===== config.mk =====
export PLATFORM = sky130hd
export DESIGN_NAME = htw_ctrl
export DESIGN_NICKNAME = d
export VERILOG_FILES = /design/src/rtl/htw_pkg.sv /design/src/rtl/htw_ctrl.sv
export SDC_FILE = /design/constraint.sdc
export NUM_CORES = 1
export LEC_CHECK = 0
export BUFFER_PORTS_ARGS = -buffer_cell sky130_fd_sc_hd__buf_4
export CORE_MARGIN = 2
export CORE_UTILIZATION = 35
export DETAILED_ROUTE_END_ITERATION = 10
export HOLD_SLACK_MARGIN = 0.05
export PLACE_DENSITY = 0.64
export SLEW_MARGIN = 20
export SYNTH_ARGS = -nofsm -noshare
export SYNTH_HDL_FRONTEND = slang
export SYNTH_SLANG_ARGS = --single-unit

===== constraint.sdc =====
create_clock -name clk -period 2.09 [get_ports clk]
set_input_delay 0.3135 -clock clk [delete_from_list [all_inputs] [get_ports clk]]
set_output_delay 0.3135 -clock clk [all_outputs]
set_load 0.03 [all_outputs]

===== src/rtl/htw_pkg.sv =====
// shared types and constants of the hierarchical timer wheel
package htw_pkg;

  localparam int CMD_W  = 2;
  localparam int ID_W   = 6;
  localparam int IVAL_W = 31;
  localparam int TICK_W = 32;
  localparam int LINK_W = 7;

  localparam logic [LINK_W-1:0] NIL = 7'h7F;

  localparam logic [CMD_W-1:0] CMD_TICK = 2'd0;
  localparam logic [CMD_W-1:0] CMD_ADD  = 2'd1;
  localparam logic [CMD_W-1:0] CMD_DEL  = 2'd2;

  typedef enum logic [4:0] {
    OP_NONE,
    OP_CLR,
    OP_LATCH,
    OP_ARM,
    OP_UL_RD,
    OP_UL_WR,
    OP_PEND_CLR,
    OP_PL_RD,
    OP_PL_WR1,
    OP_PL_WR2,
    OP_HEAD_RD,
    OP_DETACH,
    OP_WALK_RD,
    OP_FIRE,
    OP_REPL,
    OP_NEXT,
    OP_ADV,
    OP_NEXT_LVL,
    OP_FLUSH
  } dp_op_t;

  typedef enum logic [4:0] {
    ST_CLEAR,
    ST_IDLE,
    ST_DECODE,
    ST_UL_RD,
    ST_UL_WR,
    ST_ARM,
    ST_PEND_CLR,
    ST_PL_RD,
    ST_PL_WR1,
    ST_PL_WR2,
    ST_HEAD_RD,
    ST_DETACH,
    ST_WALK_CHK,
    ST_EVAL,
    ST_NEXT,
    ST_LVL_END,
    ST_WRAP_CHK
  } ctl_state_t;

  typedef struct packed {
    dp_op_t op;
  } dp_cmd_t;

  typedef struct packed {
    logic             clr_last;
    logic [CMD_W-1:0] cmd;
    logic             id_ok;
    logic             pend;
    logic             tail_nil;
    logic             t_nil;
    logic             is_due;
    logic             rpt;
    logic             lvl0;
    logic             lvl4;
    logic             wrap;
  } dp_stat_t;

endpackage


===== src/rtl/htw_ctrl.sv =====
// timer wheel controller: sequences list operations, tick drains and cascades
module htw_ctrl (
  input  logic              clk,
  input  logic              rst_n,
  input  logic              start,
  output logic              busy,
  output htw_pkg::dp_cmd_t  cmd_o,
  input  htw_pkg::dp_stat_t stat_i
);

  htw_pkg::ctl_state_t state_r, state_nxt;
  logic ctx_walk_r, ctx_walk_nxt;

  always_ff @(posedge clk) begin
    if (!rst_n) begin
      state_r    <= htw_pkg::ST_CLEAR;
      ctx_walk_r <= 1'b0;
    end else begin
      state_r    <= state_nxt;
      ctx_walk_r <= ctx_walk_nxt;
    end
  end

  always_comb begin
    state_nxt    = state_r;
    ctx_walk_nxt = ctx_walk_r;
    cmd_o.op     = htw_pkg::OP_NONE;
    case (state_r)
      htw_pkg::ST_CLEAR: begin
        cmd_o.op = htw_pkg::OP_CLR;
        if (stat_i.clr_last) state_nxt = htw_pkg::ST_IDLE;
      end
      htw_pkg::ST_IDLE: begin
        if (start) begin
          cmd_o.op  = htw_pkg::OP_LATCH;
          state_nxt = htw_pkg::ST_DECODE;
        end
      end
      htw_pkg::ST_DECODE: begin
        case (stat_i.cmd)
          htw_pkg::CMD_TICK: state_nxt = htw_pkg::ST_HEAD_RD;
          htw_pkg::CMD_ADD: begin
            if (!stat_i.id_ok)    state_nxt = htw_pkg::ST_IDLE;
            else if (stat_i.pend) state_nxt = htw_pkg::ST_UL_RD;
            else                  state_nxt = htw_pkg::ST_ARM;
          end
          htw_pkg::CMD_DEL: begin
            if (stat_i.pend) state_nxt = htw_pkg::ST_UL_RD;
            else             state_nxt = htw_pkg::ST_IDLE;
          end
          default: state_nxt = htw_pkg::ST_IDLE;
        endcase
      end
      htw_pkg::ST_UL_RD: begin
        cmd_o.op  = htw_pkg::OP_UL_RD;
        state_nxt = htw_pkg::ST_UL_WR;
      end
      htw_pkg::ST_UL_WR: begin
        cmd_o.op  = htw_pkg::OP_UL_WR;
        state_nxt = (stat_i.cmd == htw_pkg::CMD_ADD) ? htw_pkg::ST_ARM : htw_pkg::ST_PEND_CLR;
      end
      htw_pkg::ST_PEND_CLR: begin
        cmd_o.op  = htw_pkg::OP_PEND_CLR;
        state_nxt = htw_pkg::ST_IDLE;
      end
      htw_pkg::ST_ARM: begin
        cmd_o.op     = htw_pkg::OP_ARM;
        ctx_walk_nxt = 1'b0;
        state_nxt    = htw_pkg::ST_PL_RD;
      end
      htw_pkg::ST_PL_RD: begin
        cmd_o.op  = htw_pkg::OP_PL_RD;
        state_nxt = htw_pkg::ST_PL_WR1;
      end
      htw_pkg::ST_PL_WR1: begin
        cmd_o.op = htw_pkg::OP_PL_WR1;
        if (!stat_i.tail_nil) state_nxt = htw_pkg::ST_PL_WR2;
        else if (ctx_walk_r)  state_nxt = htw_pkg::ST_NEXT;
        else                  state_nxt = htw_pkg::ST_IDLE;
      end
      htw_pkg::ST_PL_WR2: begin
        cmd_o.op  = htw_pkg::OP_PL_WR2;
        state_nxt = ctx_walk_r ? htw_pkg::ST_NEXT : htw_pkg::ST_IDLE;
      end
      htw_pkg::ST_HEAD_RD: begin
        cmd_o.op  = htw_pkg::OP_HEAD_RD;
        state_nxt = htw_pkg::ST_DETACH;
      end
      htw_pkg::ST_DETACH: begin
        cmd_o.op  = htw_pkg::OP_DETACH;
        state_nxt = htw_pkg::ST_WALK_CHK;
      end
      htw_pkg::ST_WALK_CHK: begin
        if (stat_i.t_nil) begin
          state_nxt = htw_pkg::ST_LVL_END;
        end else begin
          cmd_o.op  = htw_pkg::OP_WALK_RD;
          state_nxt = htw_pkg::ST_EVAL;
        end
      end
      htw_pkg::ST_EVAL: begin
        ctx_walk_nxt = 1'b1;
        // fast slot entries always fire, cascaded ones only when due
        if (stat_i.lvl0 || stat_i.is_due) begin
          cmd_o.op  = htw_pkg::OP_FIRE;
          state_nxt = stat_i.rpt ? htw_pkg::ST_PL_RD : htw_pkg::ST_NEXT;
        end else begin
          cmd_o.op  = htw_pkg::OP_REPL;
          state_nxt = htw_pkg::ST_PL_RD;
        end
      end
      htw_pkg::ST_NEXT: begin
        cmd_o.op  = htw_pkg::OP_NEXT;
        state_nxt = htw_pkg::ST_WALK_CHK;
      end
      htw_pkg::ST_LVL_END: begin
        if (stat_i.lvl0) cmd_o.op = htw_pkg::OP_ADV;
        state_nxt = htw_pkg::ST_WRAP_CHK;
      end
      htw_pkg::ST_WRAP_CHK: begin
        if (stat_i.wrap && !stat_i.lvl4) begin
          cmd_o.op  = htw_pkg::OP_NEXT_LVL;
          state_nxt = htw_pkg::ST_HEAD_RD;
        end else begin
          cmd_o.op  = htw_pkg::OP_FLUSH;
          state_nxt = htw_pkg::ST_IDLE;
        end
      end
      default: state_nxt = htw_pkg::ST_IDLE;
    endcase
  end

  assign busy = (state_r != htw_pkg::ST_IDLE);

endmodule


==> impl_metrics.toml <==
[final_layout]
antenna-diode-count = 0
area_delta_synth_final_pct = 34.94
final_area_sq_um = 1015
fin_cells = 167
utilization_pct = 50.69
final_common_cell = "buf_4"
num-nets-final = 157
final_cell_mix = "buf_4 (28), nand2_1 (13), nor2_1 (13)"
drive_above_1_share_pct = 28.57
fill_cells = 189

[cts]
cts_buffer_depth = 2
root_buffer = "clkbuf_4"
hold_buffers = 0
cts_setup_buffers = 0
cts_htree_levels = 1
cts.sinks = 6
clk_latency_ns = 0.26
tritoncts = "yes"
cts_buffers = 3
path_clk_slew_ns = 0.05

[global_routing]
grt_antenna_before_repair = 0
grt.met2_usage_pct = 30.70
grt_use_met1_pct = 25.27
grtUsageTotal_pct = 19.63
grt_pass1_wl_um = 3788
use_met3_pct = 5.060
grt_max_degree = 23
overflow = 0
gr-max-usage-layer = "met2"
grt_pass1_vias = 864

[detailed_routing]
vias = 946
wirelength_um = 2259
avgRoutedWirePerCell_um = 13.53
drt-initial-drc-count = 60
antenna_left = 0
drtPass1Iterations = 4
drt-vias-per-instance = 5.665
route.detailed.drc = 0

[yosys]
ys_ff_latch = 6
yosysSeqAreaShare_pct = 15.97
synth_nets = 133
syn_area_sq_um = 752.0
ys_warn_count = 0
synth_cell_types = 40
avgSynthCellArea_sq_um = 6.373
ys_async_sr_fraction_pct = 0
synth_edf_count = 0
syn_inst = 118
synth_flop_cell = "dfxtp_1"

[power]
p_comb_share_pct = 36.0
power_density_nw_per_um2 = 371.9
ir_drop_mv = 0.2051
leakagePower_nw = 0.4119
clock_power_share_pct = 31.8
switchingPower_w = 0.0001338
internal_power_w = 0.0002436
pwr-share-seq_pct = 32.2
swShare_pct = 35.45

[timing]
fmax_ghz = 0.4445
tightest_slew_ns = 0.3474
final.period_utilization_pct = 107.7
fin_skew_ns = 0.0006072
grt_setup_unrepaired = "true"
setup_violations = 1
hold_violations = 0
drv_slew = 0
fin_setup_tns_ns = -0.1599
slew_headroom_pct = 76.54
fin_ws_ns = -0.1599
post-route-min-period_ns = 2.250

[worst_setup_path]
end_kind = "output port"
critPathRequiredTime_ns = 1.78
cp-start-kind = "register"
arrival_ns = 1.94
path_max_fanout = 2
crit_type = "register to output port"

[placed_design]
place_inst = 164
place_ws_ns = 0.1098
placedInstanceArea_sq_um = 959.7
io_buffers = 20
dp_hpwl_um = 1681
place_congestion = 0.8563

[worst_hold_path]
min_path_type = "input port to register"

[status]
status = "finished with violations"
violations = "setup timing"

[floorplan]
start_util_pct = 37.56
die_area_sq_um = 2535
fp.dieH_um = 50.35
io_pins = 21
coreArea_sq_um = 2002
fp.dieW_um = 50.35
num_rows = 16

[run]
cap_violations = 0
## logic make-up (layout without fill, tap and decap cells)
| kind of cell | after synthesis | count (layout) | share of synthesized area, % |
|---|---|---|---|
| AND/OR/NAND/NOR | 60 | 60 | 42.60 |
| AO/OA/AOI/OAI | 37 | 37 | 31.45 |
| buffers and inverters | 13 | 35 | 7.653 |
| flip-flops | 6 | 6 | 15.97 |
| XOR/XNOR | 2 | 2 | 2.330 |
## power by group through the flow
stage,logic [W],registers [W],clock network (W)
3_3_place_gp,0.000131,0.000123,0
4_1_cts,0.000132,0.000121,0.000122
2_1_floorplan,0.0000780,0.000123,0
3_5_place_dp,0.000131,0.000124,0
5_1_grt,0.000149,0.000122,0.000127
6_report,0.000136,0.000122,0.000120
## stage by stage
step	hold slack [ns]	total power (W)
global placement	0.5197	0.0002541
CTS	0.3309	0.0003755
floorplan	0.4297	0.0002012
finish	0.3329	0.0003774
global route	0.3557	0.0003980
detailed placement	0.5243	0.0002545
## layer usage
| metal | share of wire, % | vias up | routed length (um) |
|---|---|---|---|
| met5 | 0 | - | 0 |
| met4 | 0.84 | 0 | 19 |
| met3 | 6.6 | 3 | 149 |
| met2 | 46 | 39 | 1035 |
| met1 | 47 | 426 | 1054 |
| li1 | - | 478 | - |
## worst paths after layout
kind,cells past startpoint,to,slack (ns),startpoint
max,5,cmd_o[0],-0.16,state_r[2]
min,3,state_r[0],0.33,rst_n
max reg2reg,5,state_r[3],0.48,state_r[2]
min reg2reg,2,ctx_walk_r,0.53,ctx_walk_r
## flip-flops by register name, summed over array words and instances, names as in the netlist
signal / flops
ctx_walk_r: 1
state_r: 5
## synth_stat cells, types with 2 or more instances
| cell type | count | area (sq um) |
|---|---|---|
| nand2_1 | 13 | 48.80 |
| nor2_1 | 13 | 48.80 |
| a21oi_1 | 8 | 40.04 |
| o21ai_0 | 8 | 40.04 |
| dfxtp_1 | 6 | 120.1 |
| nand2b_1 | 6 | 37.54 |
| nor2b_1 | 6 | 37.54 |
| clkbuf_1 | 5 | 18.77 |
| inv_1 | 4 | 15.01 |
| nand3_1 | 4 | 20.02 |
| a31oi_1 | 3 | 18.77 |
| and3_1 | 3 | 18.77 |
| nand3b_1 | 3 | 22.52 |
| nor3_1 | 3 | 15.01 |
| a21boi_0 | 2 | 15.01 |
| buf_1 | 2 | 7.510 |
| nor4_1 | 2 | 12.51 |
| o21a_1 | 2 | 15.01 |
| o21ai_1 | 2 | 10.01 |
| o21bai_1 | 2 | 15.01 |
| or3b_1 | 2 | 17.52 |
## layout make-up
type                            count  area [sq um]  share of cell area, %
Inverter                            4         15.01                  1.480
Multi-Input combinational cell     99         610.6                  60.17
Sequential cell                     6         122.6                  12.08
Timing Repair Buffer               28         210.2                  20.72
Clock buffer                        3         22.52                  2.219
Tap cell                           27         33.78                  3.329
## worst max-delay path, stage by stage, from the launching register on
cell      delay, ns
dfxtp_2        0.32
or3b_1         0.38
or4b_4         0.51
a21oi_4        0.17
o21bai_1       0.12
buf_4          0.17
## timing repair
| item | in CTS | in global routing |
|---|---|---|
| endpoints found under the setup margin | 2 | 3 |
| resized for setup | 2 | 7 |
| pin swaps | 1 | 1 |
Power figures use the tool's default switching activity.
